[config.mk]
export PLATFORM = sky130hd
export DESIGN_NAME = wkn_dist_unit
export DESIGN_NICKNAME = d
export VERILOG_FILES = /design/src/whitened_k_nearest_selector_core_assert.svh /design/src/wkn_pkg.sv /design/src/wkn_dist_unit.sv
export SDC_FILE = /design/constraint.sdc
export NUM_CORES = 2
export LEC_CHECK = 0
export BUFFER_PORTS_ARGS = -buffer_cell sky130_fd_sc_hd__buf_2
export CAP_MARGIN = 20
export CELL_PAD_IN_SITES_DETAIL_PLACEMENT = 2
export CELL_PAD_IN_SITES_GLOBAL_PLACEMENT = 2
export CORE_MARGIN = 4
export CORE_UTILIZATION = 25
export CTS_BUF_LIST = sky130_fd_sc_hd__clkbuf_8
export CTS_CLUSTER_DIAMETER = 50
export CTS_CLUSTER_SIZE = 12
export DETAILED_ROUTE_END_ITERATION = 12
export PLACE_DENSITY = 0.55
export RECOVER_POWER = 100
export SETUP_SLACK_MARGIN = 0.4
export SYNTH_ARGS = -nofsm -noshare
export SYNTH_HDL_FRONTEND = slang
export SYNTH_SLANG_ARGS = --single-unit
[constraint.sdc]
create_clock -name clk -period 13.08 [get_ports clk]
set_input_delay 2.616 -clock clk [delete_from_list [all_inputs] [get_ports clk]]
set_output_delay 2.616 -clock clk [all_outputs]
set_load 0.02 [all_outputs]
[src/whitened_k_nearest_selector_core_assert.svh]
// ----------------------------------------------------------------------------
// Assertion macros for the whitened k-nearest selector
// Concurrent checks on clk, disabled while rst is high; empty in synthesis.
// ----------------------------------------------------------------------------
`ifndef WHITENED_K_NEAREST_SELECTOR_CORE_ASSERT_SVH
`define WHITENED_K_NEAREST_SELECTOR_CORE_ASSERT_SVH

`ifndef SYNTHESIS
// same-cycle implication
`define WKN_ASSERT_NOW(lbl, ante, cons) \
  lbl: assert property (@(posedge clk) disable iff (rst) (ante) |-> (cons)) \
    else $error("whitened_k_nearest_selector_core: check failed");
// next-cycle implication
`define WKN_ASSERT_NEXT(lbl, ante, cons) \
  lbl: assert property (@(posedge clk) disable iff (rst) (ante) |=> (cons)) \
    else $error("whitened_k_nearest_selector_core: check failed");
`else
`define WKN_ASSERT_NOW(lbl, ante, cons)
`define WKN_ASSERT_NEXT(lbl, ante, cons)
`endif

`endif

[src/wkn_pkg.sv]
// ----------------------------------------------------------------------------
// wkn_pkg
// Shared widths, codes and control types of the whitened k-nearest selector.
// ----------------------------------------------------------------------------
package wkn_pkg;

  localparam int ID_W     = 16;
  localparam int DATA_W   = 16;
  localparam int DIST_W   = 48;
  localparam int KEEP_W   = 7;
  localparam int MAG_W    = DATA_W + 1;
  localparam int MUL_W    = 24;
  localparam int PROD_W   = 2 * MUL_W;
  localparam int W_W      = 32;

  localparam logic [KEEP_W-1:0] KEEP_RESET = 7'd8;
  localparam logic [W_W:0]      ROUND_BIAS = 33'd128;

  localparam logic KIND_ELEM   = 1'b0;
  localparam logic KIND_FINISH = 1'b1;

  typedef enum logic [2:0] {
    DOP_IDLE,
    DOP_LOAD,
    DOP_MUL_W,
    DOP_MUL_SQ,
    DOP_ACC,
    DOP_CLEAR
  } dist_op_t;

  typedef struct packed {
    dist_op_t op;
    logic     last;
  } dist_ctl_t;

endpackage

[src/wkn_dist_unit.sv]
// ----------------------------------------------------------------------------
// wkn_dist_unit
// Shared 24x24 multiplier and saturating accumulator for the squared
// whitened distance; sequenced one operation per cycle by the top level.
// ----------------------------------------------------------------------------
module wkn_dist_unit (
  input  logic                             clk,
  input  logic                             rst,
  input  wkn_pkg::dist_ctl_t               ctl,
  input  logic signed [wkn_pkg::DATA_W-1:0] elem_value,
  input  logic signed [wkn_pkg::DATA_W-1:0] ref_mean,
  input  logic [wkn_pkg::DATA_W-1:0]        inv_std,
  output logic [wkn_pkg::DIST_W-1:0]        dist_sum
);
  import wkn_pkg::*;

  logic signed [MAG_W-1:0] diff;
  logic [MAG_W-1:0]        mag;
  logic [DATA_W-1:0]       istd;
  logic [W_W:0]            w_rnd;
  logic [MUL_W-1:0]        mul_a;
  logic [MUL_W-1:0]        mul_b;
  logic [PROD_W-1:0]       mul_p;
  logic [PROD_W-1:0]       prod;
  logic [DIST_W-1:0]       accum;
  logic [DIST_W:0]         sum;

  assign diff = signed'({elem_value[DATA_W-1], elem_value})
              - signed'({ref_mean[DATA_W-1], ref_mean});

  // Q12.20 product rounded half up to Q12.12
  assign w_rnd = {1'b0, prod[W_W-1:0]} + ROUND_BIAS;

  always_comb begin
    case (ctl.op)
      DOP_MUL_SQ: begin
        mul_a = w_rnd[W_W-1:8];
        mul_b = w_rnd[W_W-1:8];
      end
      default: begin
        mul_a = {{(MUL_W-MAG_W){1'b0}}, mag};
        mul_b = {{(MUL_W-DATA_W){1'b0}}, istd};
      end
    endcase
  end

  assign mul_p    = mul_a * mul_b;
  assign sum      = {1'b0, accum} + {1'b0, prod[DIST_W-1:0]};
  assign dist_sum = sum[DIST_W] ? {DIST_W{1'b1}} : sum[DIST_W-1:0];

  always_ff @(posedge clk) begin
    case (ctl.op) inside
      DOP_LOAD: begin
        mag  <= diff[MAG_W-1] ? MAG_W'(-diff) : MAG_W'(diff);
        istd <= inv_std;
      end
      DOP_MUL_W, DOP_MUL_SQ: begin
        prod <= mul_p;
      end
      default: ;
    endcase
  end

  always_ff @(posedge clk) begin
    if (rst) begin
      accum <= '0;
    end else begin
      case (ctl.op)
        DOP_ACC:   accum <= ctl.last ? '0 : dist_sum;
        DOP_CLEAR: accum <= '0;
        default:   ;
      endcase
    end
  end

endmodule

==> metrics.md <==
| Metric | Value |
|---|---|
| 1st-iter DRT viols | around 1200 |
| DR pass1 iterations | 8 |
| Synth Instances | 3156 |
| Most common cell after layout, fill and taps aside | inv_1 |
| Drt total wl | 113000 um |
| Setup TNS | 0 ns |
| Max_cap viols | 4 |
| EDFF count, synth | 81 |
| Min cycle time layout | 11.88 ns |
| Post-Place Setup Slack | between 1 and 1.5 ns |
| WP data arrival | 12.17 ns |
| Die area | between 100000 and 150000 um2 |
| Register bit count reported by yosys | about 130 |
| Setup slack after layout | about 1.2 ns |
| Synth Area in Compound Gates | 12.6% |
| Final Skew | 0.0186 ns |
| All-Layer GR Usage | 19.9% |
| Post-synth top flop | edfxtp_1 |
| Nets | 3970 |
| CTS tree | done |
| Worst-margin pin slew | 2.63 ns |
| WP data required | approximately 13 ns |
| Most frequent cells in the layout | inv_1, fa_1, nand2_1 |
| Dpl hpwl | 96000 um |
| Top Metal Used | met4 |
| Sink Count | 129 |
| Max-slew violations | 161 |
| Mapped Nets | 3920 |
| Largest net degree at the start of global routing | 56 |
| Fin crit share | 90.9% |
| DR vias/cell | ~4.8 |
| RSZ-0062 raised after global routing | no |
| Wl on met1 | 51400 um |
| Met2 wire len | 54000 um |
| Post-CTS resize count | 0 |
| Mean Syn Cell Area | 8.65 um2 |
| Synth Area in Adders | 45.6% |
| Critical Path Max Stage Delay | 0.80 ns |
| Area delta synth->final | 9.30% |
| Clock Tree Buf Depth | 2 |
| Fill cells | around 12000 |
| Sequential share of the synthesized area | roughly an eighth |
| Critical Path Source Type | input pin |
| Most common cell on crit path | fa_1 |
| Initial core utilization | 25.3% |
| Routed length per instance | 24.5 um |
| Post-Synth Simple-Gate Area | 14.4% |
| Outcome | finished, violations left |
| Final Hold Viols | 0 |
| Setup crit end kind | flop |
| Vias post-DR | 22200 |
| Grt ovf | 0 |
| Hold Crit Class | flop to flop |
| Fin Hold WS | 0.469 ns |
| CTS Hold Bufs | 0 |
| GP Congestion | 0.869 |
| Row cnt | 120 |
| Failing checks | capacitance limit, slew limit |
| Async set-reset flop share out of synthesis | 0% |
| CTS buffer count | 17 |
| H-tree Lvls | 4 |
| Vias in the first global route | 26000 |
| ANT nets after route | 0 |
| Number of setup buffers added after CTS | 0 |
| IO Port Bufs | ~100 |
| Largest family of logic cells by synthesized area | adder cells |
| CP max stage cell | and3b_4 |
| Final setup viols | 0 |
| Core Area | 108000 um2 |
| Post-synthesis cell type count | 83 |
| DRC | 0 |
| WS Path Type | input pin to flop |
| Die Y | 338 um |
| CP max FO | 55 |
| Root Driver | clkbuf_8 |
| Metal3 WL | 4320 um |
| Share of cells above drive strength 1 | around 5.2% |
| First-pass GRT wire length | between 150000 and 200000 um |
| Initial antenna violation count | 2 |
| Area of the mapped netlist | around 27000 um2 |
| Clk_lat worst skew | 0.56 ns |
| Clock transition at the registers of the reported paths | 0.09 ns |
| Synth warnings | 0 |
| Multiplexer area fraction after synthesis | less than 1% |
| Post-Synth XOR/XNOR Area | 4.24% |
| Max_slew headroom | -75.0% |
| Die width | around 340 um |
| Peak Freq | 84.1 MHz |
| Io pins | between 100 and 150 |
==> critical path, delay by kind of cell <==
kind / cells / cell delay [ns]
compound gates: 6 / 1.82
simple gates: 7 / 2.62
fa+ha+maj: 8 / 3.96
buf+inv: 4 / 1.04
==> layout make-up <==
cell class / count / area, um2 / area share, %
Inverter: 633 / 2380 / 7.96
Clock buffer: 17 / 234 / 0.784
Sequential cell: 129 / 3390 / 11.4
Multi-Input combinational cell: 2266 / 21000 / 70.3
Antenna cell: 1 / 2.50 / 0.00839
Clock inverter: 15 / 225 / 0.755
Tap cell: 1403 / 1760 / 5.88
Timing Repair Buffer: 159 / 887 / 2.97
==> metal layers <==
metal,vias to the layer above,track usage (%)
met5,-,0
met4,0,6.11
met3,118,2.80
met2,426,34.0
met1,11600,26.0
li1,10100,-
==> cells by family (layout without fill, tap and decap cells) <==
kind of cell	after synthesis	in the layout
AOI/OAI and AO/OA	505	505
xor gates and xnor gates	132	132
adders and majority gates	710	710
buffers and inverters	761	824
DFF	129	129
muxes	3	3
other	0	1
and+or+nand+nor	916	916
==> worst paths after layout <==
path / from / end / slack [ns] / depth (start not counted)
worst min-delay path: accum[47] / accum[47] / 0.47 / 2
worst max register to register: prod[7] / prod[46] / 2.75 / 26
worst min register to register: accum[47] / accum[47] / 0.47 / 2
worst max-delay path: ctl[3] / prod[46] / 1.20 / 25
==> synthesized netlist by cell type, types with 4 or more instances <==
cell / count / area (um2)
inv_1: 629 / 2360
fa_1: 474 / 9490
nand2_1: 434 / 1630
nor2_1: 287 / 1080
ha_1: 236 / 2950
a21oi_1: 111 / 556
o21ai_0: 83 / 415
edfxtp_1: 81 / 2430
clkbuf_1: 78 / 293
xnor2_1: 75 / 657
xor2_1: 57 / 499
dfxtp_1: 48 / 961
a21o_1: 47 / 353
buf_2: 43 / 215
a22o_1: 42 / 368
o21a_1: 36 / 270
nand3_1: 32 / 160
o21ai_1: 32 / 160
nand4_1: 31 / 194
nor3_1: 23 / 115
nand2b_1: 21 / 131
and3_1: 20 / 125
o21bai_1: 19 / 143
a211oi_1: 18 / 135
a31oi_1: 17 / 106
o211ai_1: 15 / 113
and2_1: 13 / 81.3
a21oi_2: 10 / 87.6
nor2b_1: 10 / 62.6
or3_1: 8 / 50.1
and4_1: 7 / 61.3
buf_1: 7 / 26.3
o31ai_1: 7 / 52.6
or2_1: 7 / 43.8
a22oi_1: 6 / 45.0
nor4_1: 6 / 37.5
a211o_1: 5 / 43.8
a41oi_1: 5 / 43.8
a2111oi_0: 4 / 35.0
a221o_1: 4 / 40.0
inv_2: 4 / 15.0
==> registers in the layout, indices dropped and copies added (netlist names) <==
register,flops
accum,48
prod,48
mag,17
istd,16
==> through the flow <==
| stage | instances | area, um2 | utilization, % |
|---|---|---|---|
| floorplan | 3156 | 27300 | - |
| global placement | 4585 | 29500 | 27.4 |
| detailed placement | 4589 | 29600 | 27.4 |
| CTS | 4621 | 30000 | 27.8 |
| global route | 4623 | 29800 | 27.7 |
| finish | 4623 | 29800 | 27.7 |
Power is not shown: default switching activity piles up to over one toggle a cycle in this logic, so the estimate is an artifact.
